===== config.mk =====
export PLATFORM = sky130hd
export DESIGN_NAME = bmxt_queue
export DESIGN_NICKNAME = d
export VERILOG_FILES = /design/src/sv/bmxt_pkg.sv /design/src/sv/bmxt_queue.sv
export SDC_FILE = /design/constraint.sdc
export NUM_CORES = 1
export LEC_CHECK = 0
export ABC_AREA = 1
export BUFFER_PORTS_ARGS = -buffer_cell sky130_fd_sc_hd__buf_2
export CAP_MARGIN = 20
export CORE_MARGIN = 1
export CORE_UTILIZATION = 52
export CTS_CLUSTER_DIAMETER = 50
export DETAILED_ROUTE_END_ITERATION = 10
export GPL_ROUTABILITY_DRIVEN = 0
export PLACE_DENSITY_LB_ADDON = 0.12
export SLEW_MARGIN = 15
export SYNTH_ARGS = -nofsm -noshare
export SYNTH_HDL_FRONTEND = slang
export SYNTH_SLANG_ARGS = --single-unit

===== constraint.sdc =====
create_clock -name clock -period 6.6 [get_ports clock]
set_input_delay 1.32 -clock clock [delete_from_list [all_inputs] [get_ports clock]]
set_output_delay 1.32 -clock clock [all_outputs]
set_load 0.1 [all_outputs]

===== src/sv/bmxt_pkg.sv =====
// ----------------------------------------------------------------------------
// bmxt_pkg
// Shared types and operation codes for the bounded max-XOR trie core.
// ----------------------------------------------------------------------------
package bmxt_pkg;

   localparam logic [1:0] OP_INSERT   = 2'd0;
   localparam logic [1:0] OP_QUERY    = 2'd1;
   localparam logic [1:0] OP_CLEAR    = 2'd2;
   localparam logic [1:0] OP_RESERVED = 2'd3;

   localparam int FIELD_BITS = 31;

   typedef struct packed {
      logic [1:0]            func;
      logic [FIELD_BITS-1:0] value;
      logic [FIELD_BITS-1:0] limit;
   } req_type;

   typedef struct packed {
      logic                  found;
      logic [FIELD_BITS-1:0] max_xor;
      logic                  overflow;
   } rsp_type;

   // Classified command as it travels from the front end to the walker.
   typedef struct packed {
      logic [1:0]            op;
      logic [FIELD_BITS-1:0] value;
      logic [FIELD_BITS-1:0] limit;
   } cmd_type;

endpackage


===== src/sv/bmxt_queue.sv =====
// ----------------------------------------------------------------------------
// bmxt_queue
// Two-entry command queue between the front end and the trie walker.
// ----------------------------------------------------------------------------
module bmxt_queue (
   input  logic             clock,
   input  logic             reset,
   input  logic             push,
   input  bmxt_pkg::cmd_type push_cmd,
   output logic             full,
   input  logic             pop,
   output logic             not_empty,
   output bmxt_pkg::cmd_type head_cmd
);

   bmxt_pkg::cmd_type slot_ff [2];
   logic       wr_ptr_ff, wr_ptr_in;
   logic       rd_ptr_ff, rd_ptr_in;
   logic [1:0] count_ff, count_in;

   assign full      = (count_ff == 2'd2);
   assign not_empty = (count_ff != 2'd0);
   assign head_cmd  = slot_ff[rd_ptr_ff];

   always_comb begin
      wr_ptr_in = wr_ptr_ff;
      rd_ptr_in = rd_ptr_ff;
      count_in  = count_ff;
      if (push) begin
         wr_ptr_in = ~wr_ptr_ff;
      end
      if (pop) begin
         rd_ptr_in = ~rd_ptr_ff;
      end
      if (push && !pop) begin
         count_in = count_ff + 2'd1;
      end else if (pop && !push) begin
         count_in = count_ff - 2'd1;
      end
   end

   always_ff @(posedge clock) begin
      if (reset) begin
         wr_ptr_ff <= 1'b0;
         rd_ptr_ff <= 1'b0;
         count_ff  <= 2'd0;
      end else begin
         wr_ptr_ff <= wr_ptr_in;
         rd_ptr_ff <= rd_ptr_in;
         count_ff  <= count_in;
      end
      if (push) begin
         slot_ff[wr_ptr_ff] <= push_cmd;
      end
   end

endmodule


Yosys cells after proc, flatten, opt, wreduce, memory -nomap -nowiden --
Memories as Yosys holds them, arrays and structs flattened. A register that Yosys moved wholly into a read port is not among the register bits. Cells that the tools add are included.
Word-level totals: flip-flop bits (word level) 4, memory bits (writable) 128, input bits 68, output and inout bits 66, logic and storage cells 21, memories kept 1
Memory list:
- slot_ff | depth 2, bits a word 64, rd ports 1, clocked after memory_dff 1, wr ports 1, RTL line bmxt_queue.sv:16 | bmxt_pkg::cmd_type slot_ff [2];
Operators by class: add/sub/neg operators 2, equal/unequal tests 1, mux-type cells 6, bitwise gates (word level) 2, reductions and logical operators 6
Operators by type and width (number):
- 1-bit two-way mux | 4
- 2-bit two-way mux | 2
- 2-bit nonzero test | 2
- 2-bit by 1-bit adder with 2-bit output (second input constant) | 1
- 2-bit == test (second input constant) | 1
- 1-bit logical AND | 2
- 1-bit zero test | 2
- 1-bit NOT | 2
- 2-bit by 1-bit subtractor with 2-bit output (second input constant) | 1

Longest topological paths before layout --
word-level depth 4, depth in mapped cells 8, depth with buffers taken out 8

Least setup slack after synthesis --
Ideal clock, no wire load.
path kind input -> register, from in push, to mem slot_ff[0][0] (netlist name), enable pin, library setup time 0.488 ns, arrival time 4.044 ns, data required time 6.112 ns, path slack 2.068 ns, stages 2, buffers on the path 0, cells stage by stage inv_1 > nor2_1
On the way: cells in the longest elaborated chain, start to end 2
RTL lines:
- from (decl) | RTL line bmxt_queue.sv:8 | input logic push,
- 1-bit two-way mux | RTL line bmxt_queue.sv:52 | if (push) begin
- 1-bit two-way mux (not written as such) | RTL line bmxt_queue.sv:53 | slot_ff[wr_ptr_ff] <= push_cmd;
- to (decl) | RTL line bmxt_queue.sv:16
No other way between the ends.

==> metrics.md <==
| Metric | Value |
|---|---|
| Final-layout fill cell count | 650 |
| Peak supply drop | 238 uV |
| Slew HR | 0.386 |
| Post-Syn Area | 5150 um^2 |
| Initial antenna violation count | 0 |
| Finished Cell Area | 6480 um^2 |
| Internal | 0.00170 W |
| # rows | 35 |
| Synthesis warning total | 0 |
| Final worst-path cycle share | 0.582 |
| Clock-pin transition on the worst setup and hold timing paths | 0.06 ns |
| Placed cell area | ~5900 um^2 |
| Post-DP HPWL | a little over 5000 um |
| Final setup fails | 0 |
| Combinational Power Share | 0.206 |
| Cell Pwr Density | 375 nW/um^2 |
| Clock Power Share | 0.385 |
| Slew Viols, Final | 0 |
| DRT Pass-1 Iters | 4 |
| Critical path class | flop to primary output |
| FFs w/ async S/R, synth | 0 |
| Seq/Total Area, Yosys | 0.766 |
| Initial DRC Count | between 70 and 80 |
| Gr ovfl total | 0 |
| Via-to-Cell Ratio | 4.74 |
| Netlist cell types | 16 |
| EDFF count, synth | 128 |
| Core area | between 9000 and 10000 um^2 |
| DRC violations left | 0 |
| Commonest cells post-synth | edfxtp_1 (128), mux2_4 (60), inv_1 (9) |
| Top_reg_cell synth | edfxtp_1 |
| HP Class | flop to flop |
| Layout cells sized above 1 | 0.590 |
| TNS Setup | 0 ns |
| Syn Nets | 301 |
| Syn avg cell area | 22.2 um^2 |
| CP Launch Type | flop |
| Synth top area cells | edfxtp_1 (75%), mux2_4 (18%), buf_12 (2.3%) |
| Post-synth top area share | 0.747 |
| Fin. Hold Viols | 0 |
| Crit path time final | 3.84 ns |
| NetSw | around 0.00073 W |
| Most common cell in the synthesized netlist | edfxtp_1 |
| PortBufs | 133 |
| Via count | 2476 |
| Hold-fix buffers, CTS | 0 |
| Worst Path Required | 5.28 ns |
| Clock skew | 0.00575 ns |
| Post-cts resize count | 0 |
| RSZ-0062 raised after global routing | no |
| Max Clock Freq | 261 MHz |
| Die area | 10300 um^2 |
| Clk Tree Root Cell | clkbuf_8 |
| Number of synthesized register bits | 133 |
| Post-synthesis cell count | 232 |
| Net Sw Frac | 0.300 |
| Setup bufs post-CTS | 0 |
| Static leakage | 2.63 nW |
| Post-Place Cells | 490 |
| Pre-CTS WS | between 3 and 4 ns |
| Worst slew pin tran | between 0.9 and 1 ns |
| Power share of the sequential group | 0.409 |
| Per-cell routed wire length | 15.4 um |
| Die Y | slightly above 100 um |
| DRT Wirelength | 8020 um |
| Fin cells | between 500 and 600 |
| CP endpoint kind | primary output |
| Max_cap viols | 0 |
| Antenna Nets Post-Route | 0 |
| CP max FO | 51 |
| H-tree levels | 4 |
| Starting Density | 0.547 |
| Largest area contributor in the netlist | edfxtp_1 |
| Outcome | complete, no violations |
| Nets | roughly 450 |
| Antenna diodes | 0 |
| Synth-to-layout area growth | 25.9% |
| TritonCTS clock tree | done |
| First-pass GRT wire length | approximately 12000 um |
| Clock Latency Late Sink | roughly 0.50 ns |
| Vias in the first global route | 2445 |
| Overall global routing resource usage | 0.163 |
| Setup WS post-layout | ~2.8 ns |
| I/O Pins | 134 |
| CTS Buf Count | 17 |
| CTS Buffer Depth | 2 |
| CTS sink cnt | between 100 and 150 |
| Pin count of the biggest net entering global routing | 58 |
| Worst Path Arrival | 2.52 ns |
| Die span in x | 101 um |
==> kinds of logic (layout without fill, tap and decap cells) <==
logic type	Yosys count	in the layout	share of synthesized area
buffers and inverters	16	177	0.0321
AO/OA/AOI/OAI	2	2	0.00194
adder cells (fa/ha/maj)	1	1	0.00243
flip-flops	133	133	0.766
AND/OR/NAND/NOR	15	15	0.0119
XOR/XNOR	1	1	0.00170
multiplexers	64	64	0.184
==> per-layer routing <==
metal | track usage | up-vias | part of all wire
met4 | 0.0769 | 0 | 0.014
met5 | 0 | - | 0
met3 | 0.0642 | 11 | 0.067
met1 | 0.181 | 1178 | 0.39
met2 | 0.277 | 90 | 0.53
li1 | - | 1197 | -
==> layout by cell type, fill, tap and decap left out, drive strengths merged <==
cell type	Yosys	layout
bufinv	0	4
nand3	1	1
nor2	6	6
edfxtp	128	128
nand2	6	6
clkinv	0	9
inv	9	9
clkinvlp	0	1
o21ai	1	1
xnor2	1	1
ha	1	1
clkbuf	0	18
nor3	1	1
dfxtp	5	5
buf	7	136
mux2	64	64
nand4	1	1
a21oi	1	1
==> final timing paths <==
kind | start | endpoint | slack, ns | depth (start not counted)
setup / recovery | flop | head_cmd[61] | 2.76 | 3
hold / removal | rd_ptr_ff | flop | 0.54 | 2
setup reg to reg | wr_ptr_ff | slot_ff[1][24] | 4.82 | 3
hold reg to reg | rd_ptr_ff | flop | 0.54 | 2
==> final cells by class <==
class	instances	area (um^2)	share of cell area
repair buffers	136	688	0.106
clock buffers	18	418	0.0645
well taps	129	161	0.0249
multi-input cells	83	1050	0.161
inverters	9	33.8	0.00521
clock inverters	14	185	0.0286
flip-flops and latches	133	3950	0.609
==> flip-flops by register name (all words and copies together) (netlist names), named ones only <==
signal     count
count_ff       2
rd_ptr_ff      1
slot_ff      128
wr_ptr_ff      1
==> per-stage QoR <==
step	hold slack [ns]	total power, W	util
finish	0.537	0.00243	0.688
global route	0.566	0.00251	0.688
CTS	0.535	0.00245	0.688
detailed placement	0.531	0.00152	0.624
global placement	0.495	0.00151	0.624
floorplan	0.480	0.00146	-
==> critical path: stages, from the launching register on <==
cell	delay [ns]
dfxtp_4	0.49
buf_4	0.76
mux2_2	0.29
buf_2	0.42
==> power by group through the flow <==
stage,registers (W),clock network (W),logic [W]
finish,0.000993,0.000935,0.000501
detailed placement,0.00101,0,0.000504
global placement,0.00101,0,0.000502
CTS,0.000994,0.000954,0.000505
floorplan,0.00101,0,0.000449
global route,0.000996,0.000993,0.000519
Power figures use the tool's default switching activity.
