==> config.mk <==
export PLATFORM = sky130hd
export DESIGN_NAME = bmxt_front
export DESIGN_NICKNAME = d
export VERILOG_FILES = /design/src/sv/bmxt_pkg.sv /design/src/sv/bmxt_front.sv
export SDC_FILE = /design/constraint.sdc
export NUM_CORES = 1
export LEC_CHECK = 0
export BUFFER_PORTS_ARGS = -buffer_cell sky130_fd_sc_hd__buf_2
export CAP_MARGIN = 0
export CORE_ASPECT_RATIO = 0.8
export CORE_MARGIN = 10
export CORE_UTILIZATION = 44
export CTS_CLUSTER_SIZE = 14
export DETAILED_ROUTE_END_ITERATION = 10
export MAX_ROUTING_LAYER = met4
export PLACE_DENSITY = 0.81
export RECOVER_POWER = 50
export SYNTH_ARGS = -nofsm -noshare
export SYNTH_HDL_FRONTEND = slang
export SYNTH_SLANG_ARGS = --single-unit
==> constraint.sdc <==
create_clock -name clock -period 6.8 [get_ports clock]
set_clock_uncertainty 0.1 [all_clocks]
set_input_delay 0 -clock clock [delete_from_list [all_inputs] [get_ports clock]]
set_output_delay 0 -clock clock [all_outputs]
set_load 0.05 [all_outputs]
==> src/sv/bmxt_pkg.sv <==
// ----------------------------------------------------------------------------
// bmxt_pkg
// Shared types and operation codes for the bounded max-XOR trie core.
// ----------------------------------------------------------------------------
package bmxt_pkg;

   localparam logic [1:0] OP_INSERT   = 2'd0;
   localparam logic [1:0] OP_QUERY    = 2'd1;
   localparam logic [1:0] OP_CLEAR    = 2'd2;
   localparam logic [1:0] OP_RESERVED = 2'd3;

   localparam int FIELD_BITS = 31;

   typedef struct packed {
      logic [1:0]            func;
      logic [FIELD_BITS-1:0] value;
      logic [FIELD_BITS-1:0] limit;
   } req_type;

   typedef struct packed {
      logic                  found;
      logic [FIELD_BITS-1:0] max_xor;
      logic                  overflow;
   } rsp_type;

   // Classified command as it travels from the front end to the walker.
   typedef struct packed {
      logic [1:0]            op;
      logic [FIELD_BITS-1:0] value;
      logic [FIELD_BITS-1:0] limit;
   } cmd_type;

endpackage

==> src/sv/bmxt_front.sv <==
// ----------------------------------------------------------------------------
// bmxt_front
// Accepts request items, masks and saturates operands, drops unused codes and
// hands commands to the queue.
// ----------------------------------------------------------------------------
module bmxt_front #(
   parameter int VALUE_BITS = 31
) (
   input  logic              clock,
   input  logic              reset,
   input  logic              start,
   output logic              busy,
   input  bmxt_pkg::req_type req_data,
   output logic              push,
   output bmxt_pkg::cmd_type push_cmd,
   input  logic              queue_full
);

   localparam logic [31:0] MASK32 = (VALUE_BITS >= 32) ? 32'hFFFF_FFFF :
                                    ((32'd1 << VALUE_BITS) - 32'd1);
   localparam logic [bmxt_pkg::FIELD_BITS-1:0] MASK = MASK32[bmxt_pkg::FIELD_BITS-1:0];

   logic              hold_valid_ff, hold_valid_in;
   bmxt_pkg::cmd_type hold_cmd_ff, hold_cmd_in;
   logic              accept;
   logic              keep;

   assign busy     = hold_valid_ff && queue_full;
   assign accept   = start && !busy;
   assign push     = hold_valid_ff && !queue_full;
   assign push_cmd = hold_cmd_ff;

   // The unused operation code is dropped here and never reaches the walker.
   assign keep = (req_data.func == bmxt_pkg::OP_INSERT) ||
                 (req_data.func == bmxt_pkg::OP_QUERY)  ||
                 (req_data.func == bmxt_pkg::OP_CLEAR);

   always_comb begin
      hold_valid_in = hold_valid_ff && !push;
      hold_cmd_in   = hold_cmd_ff;
      if (accept) begin
         hold_valid_in     = keep;
         hold_cmd_in.op    = req_data.func;
         hold_cmd_in.value = req_data.value & MASK;
         if ((req_data.limit & ~MASK) != '0) begin
            hold_cmd_in.limit = MASK;
         end else begin
            hold_cmd_in.limit = req_data.limit;
         end
      end
   end

   always_ff @(posedge clock) begin
      if (reset) begin
         hold_valid_ff <= 1'b0;
      end else begin
         hold_valid_ff <= hold_valid_in;
      end
      hold_cmd_ff <= hold_cmd_in;
   end

endmodule

Word-level counts from Yosys, hierarchy flattened:

Index checks and enable logic that the tools add are counted.

* word-level logic and storage cells: 17
* output and inout bits: 66
* register bits: 65
* bits of input ports: 68

* mux-type cells: 1
* reductions and logical operators: 10
* eq/ne operators: 2

Operator list (count)
* $logic_and A1 B1 Y1: 4
* $logic_not A1 Y1: 3
* $eq A2 B1 Y1 const B: 1
* $eq A2 B2 Y1 const B: 1
* $logic_not A2 Y1: 1
* $logic_or A1 B1 Y1: 2
* $mux W1: 1

Depth between registers and ports, before layout:

* depth in word-level cells: 5
* mapped depth: 2
* gate-level depth less buffers: 2

Worst setup path after synthesis:

OpenSTA, ideal clock, no wires.

* path type: register to register
* from: register hold_valid_ff
* to: register hold_cmd_ff (netlist bit push_cmd[0]) (enable)
* setup slack: 2.836 ns
* path buffers: 0
* clock period less this slack: 3.964 ns
* data arrival time: 3.370 ns
* required time: 6.207 ns
* library setup time: 0.493 ns
* stages on the path, launching flop included: 3
* cell sequence: dfxtp_1 and2_4 nor2b_1

* word-level cells in the longest chain between the ends: 3

Ends and longest elaborated chain
* start: declaration: line bmxt_front.sv:23 `logic hold_valid_ff, hold_valid_in;`
* start signal: assignment: line bmxt_front.sv:57 `hold_valid_ff <= hold_valid_in;`
* $logic_and A1 B1 Y1: line bmxt_front.sv:28 `assign busy = hold_valid_ff && queue_full;`
* net busy: line bmxt_front.sv:12 `output logic busy,`
* $logic_not A1 Y1: line bmxt_front.sv:29 `assign accept = start && !busy;`
* $logic_and A1 B1 Y1: line bmxt_front.sv:29
* net accept: line bmxt_front.sv:25 `logic accept;`
* end signal: assignment: line bmxt_front.sv:59 `hold_cmd_ff <= hold_cmd_in;`
* end: declaration: line bmxt_front.sv:24 `bmxt_pkg::cmd_type hold_cmd_ff, hold_cmd_in;`

The timed path passes the listed nets, and every way through them passes these cells.
A chain may end at the register's enable or synchronous reset.

Worst setup path after layout:

* from: register hold_valid_ff
* to: register hold_cmd_ff (netlist bit push_cmd[49]) (enable)

* word-level cells in the longest chain between the ends: 3

Ends and longest elaborated chain (line)
* $logic_and A1 B1 Y1: bmxt_front.sv:28
* $logic_not A1 Y1: bmxt_front.sv:29
* $logic_and A1 B1 Y1: bmxt_front.sv:29
* net accept: bmxt_front.sv:25

The timed path passes the listed nets, and every way through them passes these cells.

==> results.tsv <==
stage	metric	value	unit
status	status	finished clean	
synthesis	sequential area share after synthesis	98.0	%
critical_path	R2R depth	3	
timing	period utilization	30.8	%
critical_path	slowest stage delay, CP	0.63	ns
synthesis	commonest register cell after synthesis	edfxtp_1	
placement	Placed Area	2730	um^2
routing	metal3 WL	733	um
routing	max layer used	met4	
run	Maximum Capacitance Violations	0	
critical_path	CP Depth	3	
synthesis	ranking of synthesized cells by area	edfxtp_1, dfxtp_1, nor2b_1, o21ba_1, and2_4	
layout	Layout Nets	349	
die	I/O pins	134	
placement	DP HPWL	3980	um
routing	wire length on met1	2430	um
global_routing	gr usage total	18.8	%
global_routing	Overflow after GRT	0	
timing	Worst Max-Slew Pin Slew	0.800	ns
clock_tree	TritonCTS Buffers	9	
die	die width	95.0	um
global_routing	largest net degree at the start of global routing	35	
critical_path	Slowest-stage cell, CP	nor2b_4	
routing	vias per inst	4.48	
layout	share of cells above drive strength 1	38.6	%
synthesis	fraction of registers with async set/reset	0	%
power	PnR Total Power	930	uW
synthesis	mux contribution to synthesized area	0	%
clock_tree	CTS resizes	0	
synthesis	register bit total from synthesis	65	
die	Die Height	80.0	um
routing	first drt pass iteration count	4	
critical_path	WP buf/inv	1	
routing	routed vias	1532	
critical_path	Crit path max-delay family	simple AND/OR/NAND/NOR gates	
routing	Final ANT Viol Nets	0	
critical_path	CP Max Fanout	34	
die	Initial Util	46.5	%
layout	area grow syn2layout	77.8	%
routing	final wirelength	6550	um
synthesis	gate count of the mapped netlist	70	
synthesis	post-synthesis compound-gate area fraction	0.884	%
synthesis	Yosys cell types	6	
synthesis	Synth Area in XOR/XNOR	0	%
global_routing	global-route wire length before repair	10000	um
placement	gp weighted congestion	0.709	
synthesis	share of the synthesized area in the top cell type	97.0	%
critical_path	Setup CP Type	reg -> reg	
timing	Period minus WS final	2.10	ns
synthesis	most frequent cell after synthesis	edfxtp_1	
critical_path	CP Data Required Time	6.68	ns
clock_tree	Post-CTS Setup Bufs	0	
power	VDD IR max	0.000229	V
die	Placeable Area	4260	um^2
timing	final setup fails	0	
power	Leakage Power	1.45	nW
synthesis	Synth Area in Simple Gates	1.07	%
layout	# fillers	247	
synthesis	Synth Area in Adders	0	%
layout	ant diodes	0	
worst_hold_path	Min-Delay Path Class	in -> reg	
clock_tree	clock latency reported for the late side of the worst-skew pair	0.32	ns
synthesis	combinational family with the most area after synthesis	simple AND/OR/NAND/NOR gates	
die	Rows	21	
timing	Relative slew margins	46.5	%
synthesis	Yosys top cell by area	edfxtp_1	
clock_tree	CTS tree	yes	
critical_path	critical path, cell by cell	and2_4 > nor2b_4 > buf_4	
placement	Port Buf Inserts	133	
timing	Max Slew Vio Count	0	
clock_tree	# clock sinks	65	
clock_tree	CTS Buffer Depth	2	
timing	Max Fclk	477	MHz
synthesis	mapped cell area	1980	um^2
critical_path	Critical Path Source Type	register	
worst_hold_path	WHS Path Cells	2	
routing	routed wire length on met2	3310	um
timing	Final Hold Fails	0	
synthesis	syn_area_per_cell	28.3	um^2
synthesis	EDFF count, synth	64	
synthesis	most frequent cells after synthesis	edfxtp_1, nor2b_1	
clock_tree	clk root buf	clkbuf_8	
critical_path	nature of the critical path endpoint	register	
synthesis	Ys Warns	0	
routing	DR DRC count	0	
timing	RSZ-0062 raised after global routing	no	
critical_path	crit path DAT	1.98	ns
global_routing	vias in the first global route	1844	
global_routing	initial antenna violation count	0	
clock_tree	H-tree Lvls	3	
timing	Setup TNS	0	ns
clock_tree	CTS clk-pin slew, worst paths	0.07	ns
layout	final instance area	3520	um^2
power	PD cells	264	nW/um^2
routing	initial DRC count	70	
die	die footprint	7600	um^2
routing	WL per Instance	19.1	um
synthesis	syn_nets	138	
==> final timing paths <==
check | slack [ns] | start | to
setup / recovery | 4.70 | hold_valid_ff | push_cmd[49]
hold / removal | 0.12 | start | push_cmd[44]
hold reg to reg | 0.76 | hold_valid_ff | push_cmd[44]
setup reg to reg | 4.70 | hold_valid_ff | push_cmd[49]
==> cells by family after synthesis <==
kind of cell       count (synthesis)
AOI/OAI and AO/OA                  2
DFF                               65
and+or+nand+nor                    3
==> registers in the layout, summed over array words and instances (netlist names) <==
signal and flops:
hold_valid_ff 1, push_cmd 64
==> per-layer routing <==
layer | vias up | track usage, %
met2 | 104 | 31.2
met3 | 7 | 8.65
li1 | 700 | -
met1 | 721 | 19.5
met5 | - | -
met4 | 0 | 5.97
==> power by group <==
part           internal (mW)  switching (mW)
registers              0.469         0.00648
logic                 0.0514           0.113
clock network          0.163           0.126
==> cells in the final DEF, fill, tap and decap left out, drive strengths merged <==
cell type / netlist / final
buf: 0 / 96
dlygate4sd3: 0 / 66
edfxtp: 64 / 64
clkbuf: 0 / 48
clkinv: 0 / 4
nor2b: 2 / 2
and2: 1 / 1
a21boi: 1 / 1
o21ba: 1 / 1
bufinv: 0 / 1
dfxtp: 1 / 1
==> layout make-up <==
class | count | area (um^2) | area share (%)
clock inverters | 5 | 47.5 | 1.35
repair buffers | 200 | 1290 | 36.5
clock buffers | 10 | 128 | 3.62
multi-input cells | 5 | 46.3 | 1.31
flip-flops and latches | 65 | 1940 | 55.2
well taps | 57 | 71.3 | 2.03
==> metrics by stage <==
stage	hold WS [ns]	worst slack [ns]	utilization [%]	std cells
2_1_floorplan	-0.00113	2.84	-	70
3_3_place_gp	0.0765	4.73	64.2	261
3_5_place_dp	0.0781	4.69	64.2	261
4_1_cts	0.105	4.68	83.8	342
5_1_grt	0.135	4.55	82.7	342
6_report	0.125	4.70	82.7	342
==> timing repair <==
item | 4_1_cts | 5_1_grt
hold buffers | 66 | 0
hold endpoints to repair | 65 | 0
setup endpoints to repair | 0 | 0
Note: power is estimated with default switching activity, not from simulation.
